### src/hw/rtl/pip_ram.sv
// Generic single-write, single-read RAM with registered read data.
// No dependencies.
module pip_ram #(
  parameter int unsigned WIDTH = 8,
  parameter int unsigned DEPTH = 16
) (
  input  logic                     clk_i,
  input  logic                     we_i,
  input  logic [$clog2(DEPTH)-1:0] waddr_i,
  input  logic [WIDTH-1:0]         wdata_i,
  input  logic                     re_i,
  input  logic [$clog2(DEPTH)-1:0] raddr_i,
  output logic [WIDTH-1:0]         rdata_o
);

  logic [WIDTH-1:0] mem_q [DEPTH];
  logic [WIDTH-1:0] rdata_q;

  always_ff @(posedge clk_i) begin
    if (we_i) begin
      mem_q[waddr_i] <= wdata_i;
    end
    if (re_i) begin
      rdata_q <= mem_q[raddr_i];
    end
  end

  assign rdata_o = rdata_q;

endmodule

### config.mk
export PLATFORM = sky130hd
export DESIGN_NAME = pip_ram
export DESIGN_NICKNAME = d
export VERILOG_FILES = /design/src/hw/rtl/pip_ram.sv
export SDC_FILE = /design/constraint.sdc
export NUM_CORES = 1
export LEC_CHECK = 0
export BUFFER_PORTS_ARGS = -buffer_cell sky130_fd_sc_hd__buf_2
export CORE_AREA = 2 2 97 99
export CTS_CLUSTER_DIAMETER = 80
export DETAILED_ROUTE_END_ITERATION = 8
export DIE_AREA = 0 0 99 101
export PLACE_DENSITY = 0.75
export SLEW_MARGIN = 20
export SYNTH_ARGS = -nofsm -noshare
export SYNTH_HDL_FRONTEND = slang
export SYNTH_SLANG_ARGS = --single-unit
### constraint.sdc
create_clock -name clk_i -period 2.5 [get_ports clk_i]
set_input_delay 0.5 -clock clk_i [delete_from_list [all_inputs] [get_ports clk_i]]
set_output_delay 0.5 -clock clk_i [all_outputs]
set_load 0.02 [all_outputs]
==> impl_metrics.toml, run 1 <==
[outcome]
status = "completed"

[place]
portBuffers = 26
gp_routability_congestion = 0.765
dp_hpwl_um = 6140

[layout]
area_delta_synth_final_pct = 18.3
drive_above_1_share = 0.310
layout_common_cells = "136 x edfxtp_1, 26 x buf_2, 20 x buf_4"
nets = 304
final_util = 0.689
insertedDiodeCount = 0
final_common_cell = "edfxtp_1"

[clock_tree]
clock_sinks = 136
cts_htree_levels = 4
clk_pin_slew_worst_paths_ns = 0.06
cts_tree = "yes"
cts_buffers = 17
clockBufferDepth = 2
cts.repair.resized = 0
cts_setup_buffers = 0
postCtsHoldBufs = 0
cts_root_buf = "clkbuf_8"
clk_latency_ns = 0.52

[critical_path]
cp.depth = 1
required_ns = 2.00
cp_slowest_cell = "edfxtp_1"
cp_max_fo = 1
rr_worst_depth = 3
crit_family = "flip-flops"
slowest_delay_ns = 0.43
crit_buf_inv = 1
critPathCaptureType = "primary output"
crit_path_cell_trace = "buf_2"
worstPathArrival_ns = 1.14
start_kind = "flip-flop"
crit_type = "flip-flop to primary output"

[timing]
finalSetupTns_ns = 0
setup_viol = 0
worstMarginPinSlew_ns = 0.517
slew_violations = 0
slew_headroom = 0.654
max_freq_ghz = 0.610
rsz0062_at_grt = "no"
fin_crit_ns = 1.64
fin_worst_skew_ns = 0.00791
fin_crit_sh = 0.655
hold_violations = 0

[yosys]
netlist_area_um2 = 5230
ys_seq_elements = 136
synth_fp_nets = 248
ys_types = 18
yosys_warnings = 0
syn_inst = 229
syn_avg_cell_area_um2 = 22.8
ys_seq_area_frac = 0.781

[detailed_routing]
ant_nets = 0
drt_iter0_drc = 281
via_count = 2542
routed_wl_um = 10200
route.detailed.drc = 0
viasPerCell = 6.23
wl_per_cell_um = 25.0
firstDrtPassIters = 5

[global_route]
grt_max_degree = 33
grt_pass1_vias = 2519
grt_overflow = 0
track_usage = 0.224
antenna_found_initial = 0
grt_pass1_wl_um = 15300

[floorplanning]
num_rows = 35
die_x_um = 99
design.die.area_um2 = 10000
ios = 27
core-area_um2 = 8980
start_util = 0.582
die_h_um = 101

[power]
powerDensity_nw_per_um2 = 872
vdd_drop_max_mv = 0.379
p_leak_nw = 2.12

[hold_path]
worst_hold_path.num_cells = 1
hold_class = "input pin to flip-flop"

[run]
cap_viol_max_count = 0
[per-stage QoR]
step | total power [mW] | std cells | area (um^2) | setup WS (ns) | hold slack [ns]
2_1_floorplan | 2.77 | 229 | 5230 | 0.507 | 0.599
5_1_grt | 5.55 | 408 | 6190 | 0.821 | 0.363
3_5_place_dp | 2.88 | 377 | 5580 | 0.393 | 0.741
4_1_cts | 5.43 | 408 | 6190 | 0.845 | 0.351
6_report | 5.40 | 408 | 6190 | 0.862 | 0.357
3_3_place_gp | 2.87 | 377 | 5580 | 0.395 | 0.720
[cell families (layout without fill, tap and decap cells)]
kind of cell	Yosys count	in the layout	share of synthesized area
flip-flops	136	136	0.781
multiplexers	32	32	0.148
AO/OA/AOI/OAI	16	16	0.0230
buffers and inverters	10	78	0.0165
AND/OR/NAND/NOR	35	35	0.0314
[final cells by class]
| type | instances | area (um^2) |
|---|---|---|
| clock buffers | 21 | 429 |
| clock inverters | 10 | 176 |
| fillers | 528 | 2790 |
| multi-input cells | 83 | 1060 |
| flip-flops and latches | 136 | 4080 |
| well taps | 111 | 139 |
| repair buffers | 47 | 300 |
[path summary, 6_finish.rpt]
| path | start | end | slack, ns |
|---|---|---|---|
| max | rdata_o[7]$_DFFE_PP_ | rdata_o[7] | 0.86 |
| min reg2reg | mem_q[15][2]$_DFFE_PP_ | rdata_o[2]$_DFFE_PP_ | 0.75 |
| max reg2reg | mem_q[9][4]$_DFFE_PP_ | rdata_o[4]$_DFFE_PP_ | 1.00 |
| min | wdata_i[1] | mem_q[5][1]$_DFFE_PP_ | 0.36 |
[power by group]
part	internal (mW)	switching, mW	total [mW]
clock network	1.70	0.861	2.57
logic	0.100	0.144	0.244
registers	2.57	0.0157	2.59
total	4.38	1.02	5.40
[layer usage]
| metal | vias up | track usage | part of all wire |
|---|---|---|---|
| met5 | - | 0 | 0 |
| met4 | 0 | 0.0801 | 0.017 |
| met3 | 13 | 0.0749 | 0.071 |
| met2 | 118 | 0.336 | 0.48 |
| met1 | 1319 | 0.313 | 0.43 |
| li1 | 1092 | - | - |
[cell usage after synthesis]
master           instances  area, um^2
nor2_1                  13        48.8
mux4_1                  14         368
and2b_1                  1        7.51
nand3b_1                 2        15.0
nand3_1                  1        5.00
clkdlybuf4s25_2          3        30.0
a22oi_1                 16         120
edfxtp_1               136        4080
nor2b_1                  1        6.26
nor3_1                   4        20.0
nand2b_1                 2        12.5
buf_6                    3        33.8
mux4_2                  18         405
and2_1                   1        6.26
or3b_2                   1        8.76
nand2_1                  9        33.8
buf_4                    1        7.51
buf_2                    3        15.0
[registers in the layout, summed over array words and instances, names as in the netlist]
name / cells
rdata_o: 8
mem_q: 128
Power figures use the tool's default switching activity.
==> inputs of run 2 (changes only) <==
CORE_AREA = 2 2 102 104   (was 2 2 97 99)
DIE_AREA = 0 0 104 106   (was 0 0 99 101)
PLACE_DENSITY = 0.71   (was 0.75)
clock period = 1.35 ns   (was 2.5 ns; I/O delays follow)
==> run 2 against run 1 <==
  * The run now ends with setup timing left
  * Design area up 2.0%
  * Global-route usage decreased by 3.0 points
  * Hold slack got worse by 0.22 ns
  * Flip-flop and latch count stayed put
  * Critical endpoint is now rdata_o[5]$_DFFE_PP_
  * Largest cell class unchanged
  * Highest routed layer unchanged
==> impl_metrics.toml, run 2 (same netlist as run 1, synthesis figures left out) <==
[layout]
area_delta_synth_final_pct = 20.7
layout_common_cells = "136 x edfxtp_1, 32 x mux4_2, 22 x buf_2"
insertedDiodeCount = 0
drive_above_1_share = 0.426
final_common_cell = "edfxtp_1"
largest_reg_flops = 128
nets = 310
top_register = "mem_q"

[critical_path]
cp_slowest_cell = "mux4_2"
start_kind = "flip-flop"
r2r-start = "mem_q[3][5]$_DFFE_PP_"
rr_worst_depth = 3
crit_path_cell_trace = "mux4_2 -> a22oi_2 -> nand2_1"
worstPathArrival_ns = 1.66
crit_type = "flip-flop to flip-flop"
reg2reg_slack_ns = -0.05
critPathCaptureType = "flip-flop"
reg2reg_to = "rdata_o[5]$_DFFE_PP_"
cp_max_fo = 1
required_ns = 1.61
slowest_delay_ns = 0.50

[global_route]
antenna_found_initial = 0
grt_pass1_vias = 2507
use_met1 = 0.262
busiest_layer = "met2"
grt_pass1_wl_um = 15000
met2_usage = 0.301
track_usage = 0.194
grt_overflow = 0
met3_usage = 0.0674
grt_max_degree = 24

[power]
p_sw_mw = 1.92
p_seq_frac = 0.504
power_mw = 9.49
swShare = 0.202
pwr-share-clk = 0.441
powerDensity_nw_per_um2 = 1500
p_leak_nw = 2.09
vdd_drop_max_mv = 1.01
p_comb_frac = 0.054
p_int_mw = 7.57

[timing]
finalSetupTns_ns = -0.239
setup_viol = 8
slew_violations = 0
max_freq_ghz = 0.712
hold_violations = 0
slew_headroom = 0.434
fin_worst_skew_ns = 0.00867
rsz0062_at_grt = "yes"
worstMarginPinSlew_ns = 0.847
layout_setup_ws_ns = -0.0546
fin_crit_sh = 1.04
fin_crit_ns = 1.40

[floorplanning]
core-area_um2 = 10000
num_rows = 37
start_util = 0.523
die_x_um = 104
ios = 27
die_h_um = 106
design.die.area_um2 = 11000

[hold_path]
hold_class = "input pin to flip-flop"
min_to = "rdata_o[5]$_DFFE_PP_"
worst_hold_path.num_cells = 1
hold_start = "re_i"

[clock_tree]
clockBufferDepth = 2
cts_tree = "yes"
clk_pin_slew_worst_paths_ns = 0.06
clk_latency_ns = 0.51
postCtsHoldBufs = 0
cts_htree_levels = 4
cts_root_buf = "clkbuf_8"
clock_sinks = 136
cts_setup_buffers = 0
cts_buffers = 17

[detailed_routing]
route.detailed.drc = 0
via_count = 2480
ant_nets = 0
firstDrtPassIters = 4
wl_per_cell_um = 22.3
drt_iter0_drc = 215
routed_wl_um = 9790
viasPerCell = 5.65

[outcome]
status = "finished with violations"
violations = "setup timing"

[place]
dp_hpwl_um = 6330
portBuffers = 26
gp_routability_congestion = 0.749

[run]
cap_viol_max_count = 0
[run 2: routing by layer]
metal / share of wire / wire [um]
met1: 0.43 / 4240
met5: 0 / 0
met4: 0.0092 / 90
met3: 0.062 / 610
met2: 0.50 / 4860
[run 2: critical path: cells and delay by family (launching register included)]
kind / cells / cell delay (ns)
muxes: 1 / 0.50
DFF: 1 / 0.36
AOI/OAI and AO/OA: 1 / 0.22
and+or+nand+nor: 1 / 0.07
[run 2: through the flow]
stage / utilization / area (um^2) / hold WS, ns / instances / worst slack, ns
2_1_floorplan: - / 5250 / 0.369 / 229 / -0.120
3_3_place_gp: 0.571 / 5710 / 0.655 / 409 / -0.414
3_5_place_dp: 0.571 / 5710 / 0.655 / 409 / -0.433
4_1_cts: 0.629 / 6290 / 0.117 / 439 / -0.104
5_1_grt: 0.631 / 6310 / 0.121 / 439 / -0.128
6_report: 0.631 / 6310 / 0.135 / 439 / -0.0546
[run 2: power by group through the flow]
stage | Combinational (mW) | Clock, mW | Sequential [mW]
after floorplan | 0.266 | 0 | 4.89
after global placement | 0.490 | 0 | 4.87
after detailed placement | 0.501 | 0 | 4.87
after CTS | 0.516 | 4.25 | 4.79
after global routing | 0.559 | 4.42 | 4.79
final | 0.516 | 4.19 | 4.79
[run 2: worst max path at each step]
stage	cells after the start	startpoint	to
global placement	5	raddr_i[0]	rdata_o[1]$_DFFE_PP_
finish	3	mem_q[3][5]$_DFFE_PP_	rdata_o[5]$_DFFE_PP_
CTS	3	mem_q[3][5]$_DFFE_PP_	rdata_o[5]$_DFFE_PP_
floorplan	5	raddr_i[0]	rdata_o[1]$_DFFE_PP_
detailed placement	5	raddr_i[0]	rdata_o[2]$_DFFE_PP_
global route	3	mem_q[4][5]$_DFFE_PP_	rdata_o[5]$_DFFE_PP_
[run 2: cell type report]
type	count	area (um^2)
Clock inverter	14	135
Multi-Input combinational cell	83	1070
Timing Repair Buffer	53	433
Tap cell	136	170
Fill cell	694	3690
Sequential cell	136	4080
Clock buffer	17	414
[run 2: timing repair]
item / 4_1_cts / 5_1_grt
setup endpoints to repair: 10 / 13
pin swaps: 3 / 3
cloned: 0 / 0
endpoints found under the hold margin: 0 / 0
resized for setup: 10 / 5
